[src/design/cpfa_pkg.sv]
// Shared types, constants and helpers for the contiguous page frame allocator.
package cpfa_pkg;

  localparam int FRAMES     = 1024;
  localparam int PAGE_SHIFT = 12;
  localparam int ADDR_BITS  = 32;

  localparam int IDX_W   = $clog2(FRAMES);
  localparam int LIM_W   = $clog2(FRAMES + 1);
  localparam int CNT_W   = 11;
  localparam int DATA_W  = 32;
  localparam int CFG_IDX_W = 2;
  localparam int RUN_CMP_W = (LIM_W > CNT_W) ? LIM_W : CNT_W;
  localparam int IDXF_W  = ADDR_BITS - PAGE_SHIFT;
  localparam int FCMP_W  = (IDXF_W > LIM_W) ? IDXF_W : LIM_W;
  localparam int FRAME_BITS = 2;

  localparam logic [CNT_W-1:0] PM_RESET = CNT_W'(1024);

  localparam logic OP_ALLOC = 1'b0;
  localparam logic OP_FREE  = 1'b1;

  localparam logic [1:0] ST_OK    = 2'd0;
  localparam logic [1:0] ST_NORUN = 2'd1;
  localparam logic [1:0] ST_RANGE = 2'd2;

  localparam logic [CFG_IDX_W-1:0] CFG_REGION_BASE   = CFG_IDX_W'(0);
  localparam logic [CFG_IDX_W-1:0] CFG_PAGES_MANAGED = CFG_IDX_W'(1);

  localparam logic [1:0] RK_ALLOC_OK = 2'd0;
  localparam logic [1:0] RK_FREE_OK  = 2'd1;
  localparam logic [1:0] RK_NORUN    = 2'd2;
  localparam logic [1:0] RK_RANGE    = 2'd3;

  typedef struct packed {
    logic             op;
    logic [CNT_W-1:0] page_count;
    logic [31:0]      address;
  } cpfa_req_t;

  typedef struct packed {
    logic [1:0]       status;
    logic [31:0]      phys_address;
    logic [CNT_W-1:0] pages_freed;
  } cpfa_rsp_t;

  typedef struct packed {
    logic       clear_step;
    logic       load;
    logic       scan_init;
    logic       scan_step;
    logic       write_step;
    logic       diff_step;
    logic       walk_init;
    logic       walk_step;
    logic       finish;
    logic [1:0] kind;
  } cpfa_cmd_t;

  typedef struct packed {
    logic clear_last;
    logic want_bad;
    logic scan_found;
    logic scan_exhausted;
    logic write_last;
    logic free_bad;
    logic walk_done;
  } cpfa_sts_t;

  function automatic logic [LIM_W-1:0] managed_limit(input logic [CNT_W-1:0] pm);
    logic [RUN_CMP_W-1:0] p;
    p = RUN_CMP_W'(pm);
    if (p > RUN_CMP_W'(FRAMES)) begin
      return LIM_W'(FRAMES);
    end
    return LIM_W'(p);
  endfunction

endpackage

[src/design/cpfa_ram.sv]
// Generic simple dual-port RAM with registered read.
module cpfa_ram #(
  parameter int WIDTH = 2,
  parameter int DEPTH = 1024
) (
  input  logic                     clk,
  input  logic                     we,
  input  logic [$clog2(DEPTH)-1:0] waddr,
  input  logic [WIDTH-1:0]         wdata,
  input  logic [$clog2(DEPTH)-1:0] raddr,
  output logic [WIDTH-1:0]         rdata
);

  logic [WIDTH-1:0] mem [DEPTH];

  always_ff @(posedge clk) begin
    if (we) begin
      mem[waddr] <= wdata;
    end
    rdata <= mem[raddr];
  end

endmodule

[src/design/cpfa_ctrl.sv]
// Sequencing state machine for clear, allocate and free.
module cpfa_ctrl (
  input  logic                clk,
  input  logic                rst,
  input  logic                start,
  input  logic                op,
  input  cpfa_pkg::cpfa_sts_t sts,
  output cpfa_pkg::cpfa_cmd_t cmd,
  output logic                busy
);
  import cpfa_pkg::*;

  localparam logic [3:0] S_CLEAR = 4'd0;
  localparam logic [3:0] S_IDLE  = 4'd1;
  localparam logic [3:0] S_ACHK  = 4'd2;
  localparam logic [3:0] S_ASCAN = 4'd3;
  localparam logic [3:0] S_AWR   = 4'd4;
  localparam logic [3:0] S_FPREP = 4'd5;
  localparam logic [3:0] S_FCHK  = 4'd6;
  localparam logic [3:0] S_FWALK = 4'd7;

  logic [3:0] state;
  logic [3:0] state_next;

  always_ff @(posedge clk) begin
    if (rst) begin
      state <= S_CLEAR;
    end else begin
      state <= state_next;
    end
  end

  assign busy = (state != S_IDLE);

  always_comb begin
    cmd        = '0;
    state_next = state;
    case (state)
      S_CLEAR: begin
        cmd.clear_step = 1'b1;
        if (sts.clear_last) begin
          state_next = S_IDLE;
        end
      end
      S_IDLE: begin
        if (start) begin
          cmd.load   = 1'b1;
          state_next = (op == OP_ALLOC) ? S_ACHK : S_FPREP;
        end
      end
      S_ACHK: begin
        if (sts.want_bad) begin
          cmd.finish = 1'b1;
          cmd.kind   = RK_NORUN;
          state_next = S_IDLE;
        end else begin
          cmd.scan_init = 1'b1;
          state_next    = S_ASCAN;
        end
      end
      S_ASCAN: begin
        cmd.scan_step = 1'b1;
        if (sts.scan_found) begin
          state_next = S_AWR;
        end else if (sts.scan_exhausted) begin
          cmd.finish = 1'b1;
          cmd.kind   = RK_NORUN;
          state_next = S_IDLE;
        end
      end
      S_AWR: begin
        cmd.write_step = 1'b1;
        if (sts.write_last) begin
          cmd.finish = 1'b1;
          cmd.kind   = RK_ALLOC_OK;
          state_next = S_IDLE;
        end
      end
      S_FPREP: begin
        cmd.diff_step = 1'b1;
        state_next    = S_FCHK;
      end
      S_FCHK: begin
        if (sts.free_bad) begin
          cmd.finish = 1'b1;
          cmd.kind   = RK_RANGE;
          state_next = S_IDLE;
        end else begin
          cmd.walk_init = 1'b1;
          state_next    = S_FWALK;
        end
      end
      S_FWALK: begin
        cmd.walk_step = 1'b1;
        if (sts.walk_done) begin
          cmd.finish = 1'b1;
          cmd.kind   = RK_FREE_OK;
          state_next = S_IDLE;
        end
      end
      default: begin
        state_next = S_IDLE;
      end
    endcase
  end

endmodule

[src/design/cpfa_datapath.sv]
// Frame map RAM, scan/walk pointers, config registers and result register.
module cpfa_datapath (
  input  logic                                clk,
  input  logic                                rst,
  input  cpfa_pkg::cpfa_req_t                 req,
  input  logic                                cfg_we,
  input  logic [cpfa_pkg::CFG_IDX_W-1:0]      cfg_index,
  input  logic [cpfa_pkg::DATA_W-1:0]         cfg_data,
  input  cpfa_pkg::cpfa_cmd_t                 cmd,
  output cpfa_pkg::cpfa_sts_t                 sts,
  output logic                                done,
  output cpfa_pkg::cpfa_rsp_t                 rsp
);
  import cpfa_pkg::*;

  logic [31:0]           base;
  logic [CNT_W-1:0]      pm;
  logic [LIM_W-1:0]      limit;

  logic [CNT_W-1:0]      want;
  logic [31:0]           addr_r;
  logic [ADDR_BITS-1:0]  diff;
  logic                  borrow;

  logic [LIM_W-1:0]      ptr;
  logic [LIM_W-1:0]      ptr_next;
  logic [LIM_W-1:0]      dptr;
  logic                  dvalid;
  logic [LIM_W-1:0]      run;
  logic [LIM_W-1:0]      run_next;
  logic [IDX_W-1:0]      start_idx;
  logic [IDX_W-1:0]      start_next;
  logic [IDX_W-1:0]      end_idx;
  logic [LIM_W-1:0]      nfreed;
  logic [LIM_W-1:0]      nfreed_next;

  logic                  issue;
  logic                  in_use;
  logic                  chained;
  logic                  found;
  logic [IDXF_W-1:0]     fidx;
  logic [ADDR_BITS-1:0]  addr_ext;
  logic [ADDR_BITS-1:0]  base_ext;
  logic [ADDR_BITS-1:0]  alloc_sum;

  logic                  ram_we;
  logic [IDX_W-1:0]      ram_waddr;
  logic [FRAME_BITS-1:0] ram_wdata;
  logic [FRAME_BITS-1:0] ram_rdata;

  cpfa_ram #(
    .WIDTH(FRAME_BITS),
    .DEPTH(FRAMES)
  ) u_map (
    .clk  (clk),
    .we   (ram_we),
    .waddr(ram_waddr),
    .wdata(ram_wdata),
    .raddr(ptr[IDX_W-1:0]),
    .rdata(ram_rdata)
  );

  always_ff @(posedge clk) begin
    if (rst) begin
      base <= '0;
      pm   <= PM_RESET;
    end else if (cfg_we) begin
      case (cfg_index)
        CFG_REGION_BASE:   base <= cfg_data[31:0];
        CFG_PAGES_MANAGED: pm   <= cfg_data[CNT_W-1:0];
        default: ;
      endcase
    end
  end

  assign limit    = managed_limit(pm);
  assign in_use   = ram_rdata[1];
  assign chained  = ram_rdata[0];
  assign addr_ext = ADDR_BITS'(addr_r);
  assign base_ext = ADDR_BITS'(base);
  assign fidx     = diff[ADDR_BITS-1:PAGE_SHIFT];
  assign alloc_sum = base_ext + (ADDR_BITS'(start_idx) << PAGE_SHIFT);

  assign issue       = (cmd.scan_step || cmd.walk_step) && (ptr < limit);
  assign run_next    = in_use ? '0 : run + LIM_W'(1);
  assign start_next  = (run == '0) ? dptr[IDX_W-1:0] : start_idx;
  assign found       = cmd.scan_step && dvalid && !in_use &&
                       (RUN_CMP_W'(run_next) == RUN_CMP_W'(want));
  assign nfreed_next = nfreed + LIM_W'(1);

  always_comb begin
    sts.clear_last     = (ptr == LIM_W'(FRAMES - 1));
    sts.want_bad       = (want == '0) || (RUN_CMP_W'(want) > RUN_CMP_W'(limit));
    sts.scan_found     = found;
    sts.scan_exhausted = !dvalid && (ptr >= limit);
    sts.write_last     = (ptr[IDX_W-1:0] == end_idx);
    sts.free_bad       = borrow || (FCMP_W'(fidx) >= FCMP_W'(limit));
    sts.walk_done      = dvalid && (!chained || ((dptr + LIM_W'(1)) == limit));
  end

  always_comb begin
    ram_we    = 1'b0;
    ram_waddr = ptr[IDX_W-1:0];
    ram_wdata = '0;
    if (cmd.clear_step) begin
      ram_we = 1'b1;
    end else if (cmd.write_step) begin
      ram_we    = 1'b1;
      ram_wdata = {1'b1, ptr[IDX_W-1:0] != end_idx};
    end else if (cmd.walk_step && dvalid) begin
      ram_we    = 1'b1;
      ram_waddr = dptr[IDX_W-1:0];
    end
  end

  always_comb begin
    ptr_next = ptr;
    if (cmd.clear_step || cmd.write_step || issue) begin
      ptr_next = ptr + LIM_W'(1);
    end
    if (cmd.scan_init) begin
      ptr_next = '0;
    end else if (cmd.walk_init) begin
      ptr_next = LIM_W'(fidx);
    end else if (found) begin
      ptr_next = LIM_W'(start_next);
    end
  end

  always_ff @(posedge clk) begin
    if (rst) begin
      ptr    <= '0;
      dvalid <= 1'b0;
      done   <= 1'b0;
    end else begin
      ptr    <= ptr_next;
      dvalid <= issue;
      done   <= cmd.finish;
    end
  end

  always_ff @(posedge clk) begin
    dptr <= ptr;
    if (cmd.load) begin
      want   <= req.page_count;
      addr_r <= req.address;
    end
    if (cmd.diff_step) begin
      diff   <= addr_ext - base_ext;
      borrow <= addr_ext < base_ext;
    end
    if (cmd.scan_init) begin
      run <= '0;
    end else if (cmd.scan_step && dvalid) begin
      run       <= run_next;
      start_idx <= start_next;
    end
    if (found) begin
      end_idx <= dptr[IDX_W-1:0];
    end
    if (cmd.walk_init) begin
      nfreed <= '0;
    end else if (cmd.walk_step && dvalid) begin
      nfreed <= nfreed_next;
    end
    if (cmd.finish) begin
      case (cmd.kind)
        RK_ALLOC_OK: begin
          rsp.status       <= ST_OK;
          rsp.phys_address <= 32'(alloc_sum);
          rsp.pages_freed  <= '0;
        end
        RK_FREE_OK: begin
          rsp.status       <= ST_OK;
          rsp.phys_address <= '0;
          rsp.pages_freed  <= CNT_W'(nfreed_next);
        end
        RK_NORUN: begin
          rsp.status       <= ST_NORUN;
          rsp.phys_address <= '0;
          rsp.pages_freed  <= '0;
        end
        default: begin
          rsp.status       <= ST_RANGE;
          rsp.phys_address <= '0;
          rsp.pages_freed  <= '0;
        end
      endcase
    end
  end

endmodule

[src/design/contiguous_page_frame_allocator_core.sv]
// Top level of the first-fit contiguous page frame allocator.
//
// Requests: start/busy command channel; a request transfers at a clock edge
// with start high and busy low. op selects allocate or free.
// Results: one per request, shown on rsp for exactly one cycle with done high.
// The receiver cannot stall; done arrives only while busy is low.
// Config: cfg_valid/cfg_ready write channel, cfg_index 0 region_base,
// 1 pages_managed; cfg_ready is always high. Write only while idle.
// Sequencing: an allocate runs a first-fit scan of the L managed frames,
// reading one map entry per cycle from the frame map RAM, and then writes
// one entry per cycle for the N frames granted. A free walks its run of K
// frames, one map entry a cycle. A failed request returns without writing
// the map; an allocate that finds no run fails once its scan is exhausted.
// Throughput: one request at a time; the next start is taken in the cycle
// done is high at the earliest.
// Reset: synchronous rst clears config to region_base 0 and pages_managed
// 1024, then a clearing pass writes every map entry with busy high;
// requests are taken after it ends.
module contiguous_page_frame_allocator_core (
  input  logic                           clk,
  input  logic                           rst,
  input  logic                           start,
  output logic                           busy,
  input  cpfa_pkg::cpfa_req_t            req,
  input  logic                           cfg_valid,
  output logic                           cfg_ready,
  input  logic [cpfa_pkg::CFG_IDX_W-1:0] cfg_index,
  input  logic [cpfa_pkg::DATA_W-1:0]    cfg_data,
  output logic                           done,
  output cpfa_pkg::cpfa_rsp_t            rsp
);
  import cpfa_pkg::*;

  cpfa_cmd_t cmd;
  cpfa_sts_t sts;

  assign cfg_ready = 1'b1;

  cpfa_ctrl u_ctrl (
    .clk  (clk),
    .rst  (rst),
    .start(start),
    .op   (req.op),
    .sts  (sts),
    .cmd  (cmd),
    .busy (busy)
  );

  cpfa_datapath u_dp (
    .clk      (clk),
    .rst      (rst),
    .req      (req),
    .cfg_we   (cfg_valid && cfg_ready),
    .cfg_index(cfg_index),
    .cfg_data (cfg_data),
    .cmd      (cmd),
    .sts      (sts),
    .done     (done),
    .rsp      (rsp)
  );

endmodule

[config.mk]
export PLATFORM = sky130hd
export DESIGN_NAME = contiguous_page_frame_allocator_core
export DESIGN_NICKNAME = d
export VERILOG_FILES = /design/src/design/cpfa_pkg.sv /design/src/design/cpfa_ram.sv /design/src/design/cpfa_ctrl.sv /design/src/design/cpfa_datapath.sv /design/src/design/contiguous_page_frame_allocator_core.sv
export SDC_FILE = /design/constraint.sdc
export NUM_CORES = 2
export LEC_CHECK = 0
export BUFFER_PORTS_ARGS = -buffer_cell sky130_fd_sc_hd__buf_4
export CORE_UTILIZATION = 53
export DETAILED_ROUTE_END_ITERATION = 8
export PLACE_DENSITY = 0.69
export SLEW_MARGIN = 20
export SYNTH_ARGS = -nofsm -noshare
export SYNTH_HDL_FRONTEND = slang
export SYNTH_SLANG_ARGS = --single-unit
export TNS_END_PERCENT = 100
[constraint.sdc]
create_clock -name clk -period 74.3 [get_ports clk]
set_input_delay 3.715 -clock clk [delete_from_list [all_inputs] [get_ports clk]]
set_output_delay 3.715 -clock clk [all_outputs]
set_load 0.02 [all_outputs]
### Word-level counts from Yosys, hierarchy flattened

Memory sizes are Yosys's and may differ from the RTL's. A register that Yosys moved wholly into a read port is not among the register bits.
Cells that the tools add are included.

* order comparisons: 6
* $mul: 0
* eq/ne operators: 21
* bitwise gates (word level): 1
* div/mod/pow operators: 0
* shift operators: 0
* reductions and logical operators: 27
* mux-type cells: 47
* add/sub/neg operators: 6

Operators by type and width (count)
* $pmux W45 S3: 1
* $mux W11: 6
* $add A11 B1 Y11 const B: 4
* $mux W10: 4
* $add A32 B22 Y32: 1
* $lt A32 B32 Y1: 1
* $pmux W4 S8: 1
* $sub A32 B32 Y32: 1
* $mux W3: 8
* $mux W4: 6
* $eq A11 B11 Y1: 2
* $logic_not A11 Y1: 2
* $ge A20 B11 Y1: 1
* $mux W1: 17
* $eq A4 B3 Y1 const B: 4
* $pmux W3 S5: 1
* $eq A11 B10 Y1 const B: 1
* $ge A11 B11 Y1: 1
* $gt A11 B11 Y1: 1
* $gt A11 B11 Y1 const B: 1
* $lt A11 B11 Y1: 1
* $eq A10 B10 Y1: 1
* $ne A10 B10 Y1: 1
* $eq A4 B2 Y1 const B: 2
* other kinds (17): 39

* memories kept: 1
* latch bits: 0
* word-level logic and storage cells: 127
* bits of input ports: 82
* register bits after elaboration: 234
* RAM bits: 2048
* memory bits (read-only): 0
* output and inout bits: 48

Memories
* u_dp.u_map.mem: depth 1024, bits a word 2, rd ports 1, clocked after memory_dff 1, write ports 1, line cpfa_ram.sv:14 `logic [WIDTH-1:0] mem [DEPTH];`

### Depth between registers and ports, before layout

* depth after elaboration: 10
* depth in mapped cells: 16
* depth with buffers taken out: 11

### Hierarchy

A second synthesis with hierarchy kept.

* cell total of the unflattened synthesis: 6008
* area, all modules: 95831.9 µm²

Modules (own cells, without submodules)
* cpfa_ram: area each 83757.8 µm², sequential area each 61539.0 µm², times used 1, cells an instance 4793
* cpfa_datapath: area each 11705.0 µm², sequential area each 5655.4 µm², times used 1, cells an instance 1164
* cpfa_ctrl: area each 357.8 µm², sequential area each 60.1 µm², times used 1, cells an instance 49
* contiguous_page_frame_allocator_core: area each 11.3 µm², sequential area each 0.0 µm², times used 1, cells an instance 2

### Least setup slack after synthesis

OpenSTA, ideal clock, no wires.

* path kind: register -> register
* from: register u_ctrl.state[2]
* to: memory u_dp.u_map.mem[0][0] (data pin)
* setup slack: 12.260 ns
* data required time: 69.072 ns
* buffers on the path: 1
* setup time: 5.228 ns
* cell stages (with the launch flop): 5
* arrival: 56.812 ns
* clock period less this slack: 62.040 ns
* cell sequence: dfxtp_1 -> clkbuf_1 -> inv_1 -> nor3_1 -> nor2b_1

* cells in the longest elaborated chain, start to end: 4
* elaborated cells on any way between the ends: 6
* those cells by class: eq/ne (1); mux (4); reduce/logical (1)

RTL lines
* from (decl): line cpfa_ctrl.sv:22 `logic [3:0] state;`
* from (signal assigned): line cpfa_ctrl.sv:29 `state <= state_next;`
* $eq A4 B3 Y1: line cpfa_ctrl.sv:38 `case (state)`
* $mux W1: line cpfa_ctrl.sv:38
* $mux W2: line cpfa_datapath.sv:107 `end else if (cmd.write_step) begin`
* $mux W2 (*): line cpfa_datapath.sv:105 `if (cmd.clear_step) begin`
* net u_dp.ram_wdata[0]: line cpfa_datapath.sv:48 `logic [FRAME_BITS-1:0] ram_wdata;`
* to (decl): line cpfa_ram.sv:14

The timed path passes the listed nets; every way through them passes the cells marked *.

==> results_dict.tcl <==
set metrics [dict create \
    status "completed" \
    setup_violations 0 \
    synth.avg_cell_area_um2 15.97 \
    ys_ff_latch 2271 \
    io_buffers 128 \
    clock_latency_ps 880 \
    power_density_mw_per_mm2 24.93 \
    synth_area_mm2 0.09512 \
    post_cts_buffers 0 \
    cts_hold_buffers 0 \
    power.total_mw 2.625 \
    ir_drop_mv 0.02559 \
    yosys-top-cells-area "edfxtp_1 69%, mux4_2 11%, nor2_1 4.7%, dfxtp_1 2.0%, mux2i_1 1.7%" \
    worst_slew_pin_slew_ps 1325 \
    syn_inst 5957 \
    worstSetupStartpointType "flop" \
    most-common-layout-cells "2,177 x edfxtp_1, 1,178 x nor2_1, 462 x mux4_2, 260 x buf_4, 221 x nand2_1" \
    fillCellCount 13220 \
    antenna_found_initial 9 \
    nets 6171 \
    grt_pass1_vias 54710 \
    maxCapViolations 0 \
    syn_nets 6119 \
    critPathRequiredTime_ps 75050 \
    drive_gt1_frac 0.1838 \
    tritoncts.num_buffers 218 \
    vias_per_cell 6.566 \
    rows 155 \
    skew_ps 61.93 \
    hold_depth 0 \
    setup_tns_ps 0 \
    die_h_um 425.7 \
    synth_top_area_cell "edfxtp_1" \
    end_kind "flop" \
    hold-worst-slack_ps 447.2 \
    r2r_cells 10 \
    core-area_mm2 0.1784 \
    fin_crit_ps 5853 \
    wl_mm 266.0 \
    start_util 0.5331 \
    critical_path_class "reg -> reg" \
    synth_edf_count 2177 \
    htree_levels 4 \
    fp.dieW_um 425.7 \
    synth.top_cell.area_share 0.6872 \
    synth_seq_area_share 0.7070 \
    maxSlewViolCount 0 \
    cts_sinks 2271 \
    avgRoutedWirePerCell_um 31.11 \
    clk_pin_slew_ps 60 \
    post_cts_resized 0 \
    vias 56140 \
    grt_pass1_wl_mm 381.0 \
    cts_tree "yes" \
    hold_class "reg -> reg" \
    drt-initial-drc-count 8129 \
    areaGrowthSynthToFinish_pct 10.70 \
    cp.arrival_ps 6600 \
    synth_cell_types 82 \
    power.leakage_nw 31.96 \
    layout_setup_ws_ps 68450 \
    min_period_over_period 0.07878 \
    cts_root_buffer "clkbuf_16" \
    post-route-util 0.5902 \
    yosysWarnings 0 \
    dieArea_mm2 0.1812 \
    async_reset_ff_frac 0 \
    dp_slack_ps 68370 \
    grt_start_max_net_pins 277 \
    grt_usage 0.2928 \
    cts_max_path_buffers 3 \
    dp_hpwl_mm 150.4 \
    cp_max_fo 38 \
    final_common_cell "edfxtp_1" \
    slew_headroom 0.1166 \
    ant_nets 0 \
    drt_pass1_iterations 6 \
    synthFlopType "edfxtp_1" \
    remaining_drc_errors 0 \
    rsz0062_at_grt "false" \
    top_level_ports 130 \
    final_hold_viol_count 0 \
    gp_congestion 0.8560 \
    fmax_mhz 170.8 \
    grt_overflow 0 \
]
synthesized netlist by cell type (35+ instances only):
| master | instances |
|---|---|
| nand3_1 | 59 |
| nor3_1 | 42 |
| xor2_1 | 35 |
| nand2_1 | 274 |
| a22oi_1 | 76 |
| a221oi_1 | 48 |
| buf_1 | 83 |
| xnor2_1 | 52 |
| o21ai_0 | 66 |
| mux2i_1 | 157 |
| a21oi_1 | 164 |
| clkbuf_1 | 228 |
| edfxtp_1 | 2177 |
| inv_1 | 54 |
| buf_2 | 75 |
| ha_1 | 79 |
| dfxtp_1 | 94 |
| mux4_2 | 462 |
| a211oi_1 | 41 |
| nor2_1 | 1182 |
state kept, by name, indices dropped and copies added, names as in the netlist, 11 cells and up:
register / count
u_dp.pm: 11
u_dp.diff: 20
u_dp.dptr: 11
u_dp.nfreed: 11
u_dp.base: 32
u_dp.run: 11
u_dp.rsp: 45
u_dp.ptr: 11
u_dp.want: 11
u_dp.addr_ext: 32
u_dp.u_map.mem: 2048
worst paths after layout:
kind                                   start                   to  slack, ps
worst max register to register   u_dp.ptr[0]  u_dp.u_map.rdata[1]      68450
worst min-delay path            u_dp.ptr[10]        u_dp.dptr[10]        450
worst max-delay path             u_dp.ptr[0]  u_dp.u_map.rdata[1]      68450
worst min register to register  u_dp.ptr[10]        u_dp.dptr[10]        450
final cells by class:
type,instances,area [µm²],share of cell area
flip-flops and latches,2271,67270,0.6389
clock inverters,113,1033,0.009815
multi-input cells,3187,25820,0.2452
inverters,61,229.0,0.002174
diodes,3,7.507,0.00007129
clock buffers,290,5828,0.05535
well taps,2355,2947,0.02798
repair buffers,270,2158,0.02050
report_power, final:
part           internal (mW)  switching [mW]
clock network          0.602           0.475
logic                 0.0674          0.0921
registers               1.38         0.00474
metal layers:
| layer | global-route usage | vias to the layer above | part of all wire |
|---|---|---|---|
| met3 | 0.06035 | 661 | 0.11 |
| li1 | - | 23130 | - |
| met5 | 0 | - | 0.00020 |
| met2 | 0.4536 | 3577 | 0.46 |
| met4 | 0.1319 | 8 | 0.051 |
| met1 | 0.4029 | 28760 | 0.37 |
logic make-up (layout without fill, tap and decap cells):
kind of cell | count (synthesis) | after routing | synth area share
adders and majority gates | 80 | 80 | 0.01060
and+or+nand+nor | 1739 | 1739 | 0.07563
buffers and inverters | 499 | 734 | 0.02391
DFF | 2271 | 2271 | 0.7070
muxes | 636 | 636 | 0.1281
other | 1 | 4 | 0.00003942
xor gates and xnor gates | 89 | 89 | 0.008484
AOI/OAI and AO/OA | 642 | 642 | 0.04623
per-stage QoR:
step	std cells	cell area, µm²
3_5_place_dp	8142	98330
4_1_cts	8545	105200
6_report	8550	105300
3_3_place_gp	8142	98300
5_1_grt	8547	105300
2_1_floorplan	5957	95120
worst max-delay path, stage by stage (launching register included):
cell	delay, ps
dfxtp_4	890
buf_4	710
buf_4	660
buf_4	600
mux4_2	590
a22o_1	250
a221oi_1	290
o22ai_1	190
or4_1	770
a311o_1	430
a32o_1	250
Power figures use the tool's default switching activity.
